[src/rtl/sge_pkg.sv]
// Shared types and constants for the Sobel edge gradient block.
// No dependencies.
package sge_pkg;

   localparam int MaxWidth  = 2048;
   localparam int MaxHeight = 4096;
   localparam int AddrW     = $clog2(MaxWidth);
   localparam int RootW     = 11;
   localparam int RadW      = 2 * RootW;

   localparam logic [11:0] WidthReset  = 12'd640;
   localparam logic [12:0] HeightReset = 13'd480;
   localparam logic [15:0] EsScale     = 16'd65025;

   typedef enum logic [0:0] {
      REG_WIDTH  = 1'b0,
      REG_HEIGHT = 1'b1
   } reg_index_type;

   typedef struct packed {
      logic             start;
      logic [RadW-1:0]  radicand;
   } sq_req_type;

   typedef struct packed {
      logic             busy;
      logic             done;
      logic [RootW-1:0] root;
   } sq_rsp_type;

endpackage

[src/rtl/sge_isqrt.sv]
// Iterative floor square root, one result bit per cycle.
// Depends on sge_pkg.
module sge_isqrt (
   input  logic                clock,
   input  logic                reset,
   input  sge_pkg::sq_req_type req,
   output sge_pkg::sq_rsp_type rsp
);
   import sge_pkg::*;

   logic [RadW-1:0]  val_ff, val_in;
   logic [RootW+2:0] rem_ff, rem_in;
   logic [RootW-1:0] root_ff, root_in;
   logic [3:0]       cnt_ff, cnt_in;
   logic             busy_ff, busy_in;
   logic             done_ff, done_in;
   logic [RootW+2:0] rem_t;
   logic [RootW+2:0] trial;

   always_comb begin
      rem_t   = {rem_ff[RootW:0], val_ff[RadW-1 -: 2]};
      trial   = {1'b0, root_ff, 2'b01};
      val_in  = val_ff;
      rem_in  = rem_ff;
      root_in = root_ff;
      cnt_in  = cnt_ff;
      busy_in = busy_ff;
      done_in = 1'b0;
      if (req.start) begin
         val_in  = req.radicand;
         rem_in  = '0;
         root_in = '0;
         cnt_in  = 4'(RootW);
         busy_in = 1'b1;
      end else if (busy_ff) begin
         val_in = {val_ff[RadW-3:0], 2'b00};
         if (rem_t >= trial) begin
            rem_in  = rem_t - trial;
            root_in = {root_ff[RootW-2:0], 1'b1};
         end else begin
            rem_in  = rem_t;
            root_in = {root_ff[RootW-2:0], 1'b0};
         end
         cnt_in = cnt_ff - 4'd1;
         if (cnt_ff == 4'd1) begin
            busy_in = 1'b0;
            done_in = 1'b1;
         end
      end
   end

   always_ff @(posedge clock) begin
      if (reset) begin
         busy_ff <= 1'b0;
         done_ff <= 1'b0;
         cnt_ff  <= '0;
      end else begin
         busy_ff <= busy_in;
         done_ff <= done_in;
         cnt_ff  <= cnt_in;
      end
      val_ff  <= val_in;
      rem_ff  <= rem_in;
      root_ff <= root_in;
   end

   assign rsp.busy = busy_ff;
   assign rsp.done = done_ff;
   assign rsp.root = root_ff;
endmodule

[config.mk]
export PLATFORM = sky130hd
export DESIGN_NAME = sge_isqrt
export DESIGN_NICKNAME = d
export VERILOG_FILES = /design/src/rtl/sge_pkg.sv /design/src/rtl/sge_isqrt.sv
export SDC_FILE = /design/constraint.sdc
export NUM_CORES = 1
export LEC_CHECK = 0
export ABC_AREA = 1
export BUFFER_PORTS_ARGS = -buffer_cell sky130_fd_sc_hd__buf_4
export CAP_MARGIN = 20
export CORE_MARGIN = 3
export CORE_UTILIZATION = 54
export CTS_CLUSTER_DIAMETER = 150
export DETAILED_ROUTE_END_ITERATION = 7
export GPL_ROUTABILITY_DRIVEN = 0
export PLACE_DENSITY = 0.75
export SYNTH_ARGS = -nofsm -noshare
export SYNTH_HDL_FRONTEND = slang
export SYNTH_SLANG_ARGS = --single-unit
[constraint.sdc]
create_clock -name clock -period 5 [get_ports clock]
set_input_delay 0.25 -clock clock [delete_from_list [all_inputs] [get_ports clock]]
set_output_delay 0.25 -clock clock [all_outputs]
set_load 0.005 [all_outputs]
* Word level (Yosys, flattened, before mapping)
Index checks and enable logic that the tools add are counted.
Storage, ports and cells: bits of input ports 25, output and inout port bits 13, register bits 51, logic and storage cells 25
Cells by class: mux-type cells 10, add/sub/neg operators 2, reduce and logical (&&, ||, !) cells 3, equality and inequality tests 1, bitwise logic cells 1, $lt $le $gt $ge 1
Operators by type and width (count):
- $mux W22 | 2
- $ge A14 B13 Y1 | 1
- $mux W12 | 1
- $sub A12 B12 Y12 | 1
- $mux W4 | 2
- $mux W1 | 5
- $eq A4 B1 Y1 const B | 1
- $sub A4 B1 Y4 const B | 1
- $reduce_or A3 Y1 | 1
- $reduce_bool A2 Y1 | 1
- $reduce_or A2 Y1 | 1
- $not A1 Y1 | 1

* Logic depth before layout (Yosys ltp)
word-level depth 4, depth in mapped cells 14, gate-level depth less buffers 14

* Worst setup path after synthesis
No wires, ideal clock.
path type register -> register, start register busy_ff, end register val_ff[0], enable pin, required time 4.605 ns, stages on the path, launching flop included 4, slack 3.219 ns, data arrival time 1.386 ns, library setup time 0.395 ns, clock period less this slack 1.781 ns, cells stage by stage dfxtp_1 > nor2_1 > inv_1 > buf_1
Between the ends: cells in the longest elaborated chain, start to end 1
RTL lines:
- start: declaration | line sge_isqrt.sv:15 | logic busy_ff, busy_in;
- start signal: assignment | line sge_isqrt.sv:58 | busy_ff <= busy_in;
- $reduce_bool A2 Y1 (no source line)
- end signal: assignment | line sge_isqrt.sv:62 | val_ff <= val_in;
- end: declaration | line sge_isqrt.sv:11 | logic [RadW-1:0] val_ff, val_in;
Every way passes these cells. A chain may end at the register's enable or synchronous reset.

* Final worst setup path
start register root_ff[0], end register rem_ff[10]
Between the ends: cells in the longest elaborated chain, start to end 2
RTL lines:
- start: declaration | line sge_isqrt.sv:13 | logic [RootW-1:0] root_ff, root_in;
- start signal: assignment | line sge_isqrt.sv:64 | root_ff <= root_in;
- $sub A12 B12 Y12 / $ge A14 B13 Y1 (equally long branches) | line sge_isqrt.sv:38, sge_isqrt.sv:37
- $mux W12 (*) | line sge_isqrt.sv:37 | if (rem_t >= trial) begin
- end signal: assignment | line sge_isqrt.sv:63 | rem_ff <= rem_in;
- end: declaration | line sge_isqrt.sv:12 | logic [RootW+2:0] rem_ff, rem_in;
Mark *: on every way between the ends. The rest lies on a longest branch, timed or not.

==> impl_results.md <==
* Clk root buf: clkbuf_8
* Number of global-route vias before repair at 2200
* Post-CTS Resized at 0
* Fmax achieved at 0.435 GHz
* Crit path arrival time at 2550 ps
* Largest family of logic cells by synthesized area: simple AND/OR/NAND/NOR gates
* Yosys top cell area share at 23.7%
* Setup Slack @ Placement at 2740 ps
* TritonRoute pass-1 iters at 5
* Syn Area/Cell at 7.41 um^2
* Post-synthesis compound-gate area fraction at 7.10%
* Largest net degree at the start of global routing at 36
* R2R Setup Slk at 2700 ps
* Reg power frac at between 20% and 30%
* Synth warn at 0
* Die footprint at between 6000 and 7000 um^2
* Post-Synth Simple-Gate Area at between 30% and 40%
* WHS Endpoint: cnt_ff[3]
* Seq cells post-synth at 51
* PwrDens at between 500 and 600 nW/um^2
* Pint at 978 uW
* CTS tree: yes
* Comb power frac at 58.1%
* Longest Clk Path Bufs at 2
* Synth Flop Type: dfxtp_1
* Mux contribution to synthesized area at 0%
* Post-Synth Adder-Cell Area at 6.74%
* WP data required at 5250 ps
* Cts bufs inserted at 5
* H-tree depth at 2
* Antenna Cells at 0
* Post-Synthesis Net Count at 416
* Iteration-0 DRC Markers at 91
* Vias per cell at around 5.0
* Max_cap viols at 0
* Hold Path Stages at 2
* Peak VDD IR at ~280 uV
* CTS Hold Bufs at 0
* Row count at 25
* Hold Vio Cnt, Final at 0
* Gr busiest metal: met2
* Hold_sp: reset
* GR Layer Usage met2 at 33.6%
* Pleak at 0.00161 uW
* Met3 GRT Util at 3.48%
* Nets at 448
* Die Span Y at ~80 um
* Min Tclk post-route at around 2300 ps
* Final Skew at 6.99 ps
* Worst setup margin at 2700 ps
* Top post-synthesis cells by area: edfxtp_1, dfxtp_1, nand2_1
* Worst skew pair latency at 300 ps
* Port-buffer cells at 37
* Post-CTS Setup Repair Bufs at 0
* Ys async rst share at 0%
* Worst-path clk slew at 90 ps
* RR Startpoint: root_ff[0]
* Placed cells at 468
* RSZ-0062 raised after global routing: no
* Initial Util at about 57%
* Routed len/inst at 12.4 um
* DP Wirelength at 4.49 mm
* CP Launch Type: flip-flop
* Synth Instances at 376
* Critical Path End Type: flip-flop
* CP max FO at 22
* Die W at a little under 80 um
* Worst slew pin tran at 706 ps
* Share of layout cells above drive strength 1 at 12.2%
* Worst r2r dst: rem_ff[10]
* Synth Area in XOR/XNOR at between 1.5 and 2%
* NetSw at around 850 uW
* CTS sink cnt at 51
* Synth unique cells at 29
* HP Class: primary input to flip-flop
* Share of the yosys chip area belonging to registers at ~45%
* Setup violators final at 0
* Drt total wl at roughly 5.9 mm
* Largest area contributor in the synthesized netlist: edfxtp_1
* Grt ovf at 0
* Total track usage at 20.8%
* Status: finished clean
* Drc violations at 0
* Number of synthesized flops with an enable pin at 22
* Slew HR at 52.9%
* Post-layout instance count excluding filler cells at 476
* Initial antenna violation count at 0
* Sw frac at 46.6%
* Core ar. at ~4800 um^2
* Vias after detailed routing at 2392
* Met1 usage in global routing at 28.3%
* Global-route wire length before repair at 10.1 mm
* Final period util at 46.0%
* Setup TNS at 0 ps
* Routed Antenna Nets at 0
* R2r worst-path depth at 13
* Clock power share at 12.2%
* Slew Viols, Final at 0
* Syn Std Cell Area at between 2000 and 3000 um^2
* I/O pin cnt at 38
* Crit path kind: flip-flop to flip-flop
* Area grow syn2layout at 13.6%
[power groups by stage]
stage                     Combinational [uW]  Sequential [uW]  Clock (uW)
after floorplan                          911              538           0
after global placement                  1040              553           0
after detailed placement                1050              554           0
after CTS                               1060              544         229
after global routing                    1230              552         247
final                                   1060              545         223
[synthesized netlist by cell type (4+ instances only)]
cell type,n
a21oi_1,10
clkbuf_1,7
dfxtp_1,29
edfxtp_1,22
ha_1,15
inv_1,52
nand2_1,140
nand3_1,21
nor2_1,27
nor3_1,7
o21ai_0,8
o22ai_1,10
xor2_1,4
[stage by stage]
step                      hold WS [ps]  power, uW  instance area [um^2]  util (%)
final                              119       1830                  3160      65.2
after global routing               106       2030                  3160      65.2
after detailed placement           434       1610                  3080      63.6
after CTS                          111       1830                  3160      65.2
after floorplan                    319       1450                  2790         -
after global placement             432       1590                  3080      63.6
[routing by layer]
| metal | vias to the layer above | part of all wire (%) |
|---|---|---|
| li1 | 1257 | - |
| met1 | 1076 | 47 |
| met2 | 51 | 47 |
| met3 | 8 | 3.9 |
| met4 | 0 | 1.5 |
| met5 | - | 0 |
[sequential cells by signal, indices dropped and copies added (netlist names)]
register	cells
busy_ff	1
rem_ff	12
root_ff	11
cnt_ff	4
val_ff	22
done_ff	1
[cell type report]
| class | instances | area, um^2 |
|---|---|---|
| clock buffer | 7 | 76.3 |
| clock inverter | 1 | 5.00 |
| fill | 442 | 1690 |
| inverter | 52 | 195 |
| multi-input combinational | 260 | 1280 |
| sequential | 51 | 1240 |
| tap | 67 | 83.8 |
| timing repair buffer | 38 | 285 |
[cell usage in the layout (no fill, tap or decap), drive strengths merged]
cell type / n
o21ai: 8
nand2: 142
nor3: 7
a211oi: 1
o211ai: 2
buf: 38
nand4: 2
xor2: 4
nor2: 29
a31oi: 1
a221oi: 1
o22ai: 10
clkbuf: 7
edfxtp: 22
a21oi: 10
nor3b: 1
nand3: 23
clkinv: 1
xnor2: 2
ha: 15
o31ai: 1
dfxtp: 29
inv: 52
and2: 1
[cell families (layout without fill, tap and decap cells)]
logic type	Yosys count	in the layout
xor gates and xnor gates	6	6
buffers and inverters	65	98
AOI/OAI and AO/OA	34	34
adders and majority gates	15	15
and+or+nand+nor	205	205
DFF	51	51
[critical path: stages, from the launching register on]
cell and delay [ps]:
dfxtp_1 380, inv_1 120, ha_1 400, nand2_2 120
nor2_2 40, nand2_1 70, nand3_2 80, nand2_1 100
nand3_2 350, nor2_1 300, nand2_1 80, nand3_1 80
nand2_1 60, inv_1 70
[worst max-delay path by stage]
stage | start | slack [ps] | endpoint
3_3_place_gp | root_ff[0] | 2790 | rem_ff[10]
4_1_cts | root_ff[0] | 2680 | rem_ff[10]
6_report | root_ff[0] | 2700 | rem_ff[10]
5_1_grt | root_ff[0] | 2500 | rem_ff[10]
2_1_floorplan | busy_ff | 3220 | val_ff[0]
3_5_place_dp | root_ff[0] | 2740 | rem_ff[9]
Note: power is estimated with default switching activity, not from simulation.
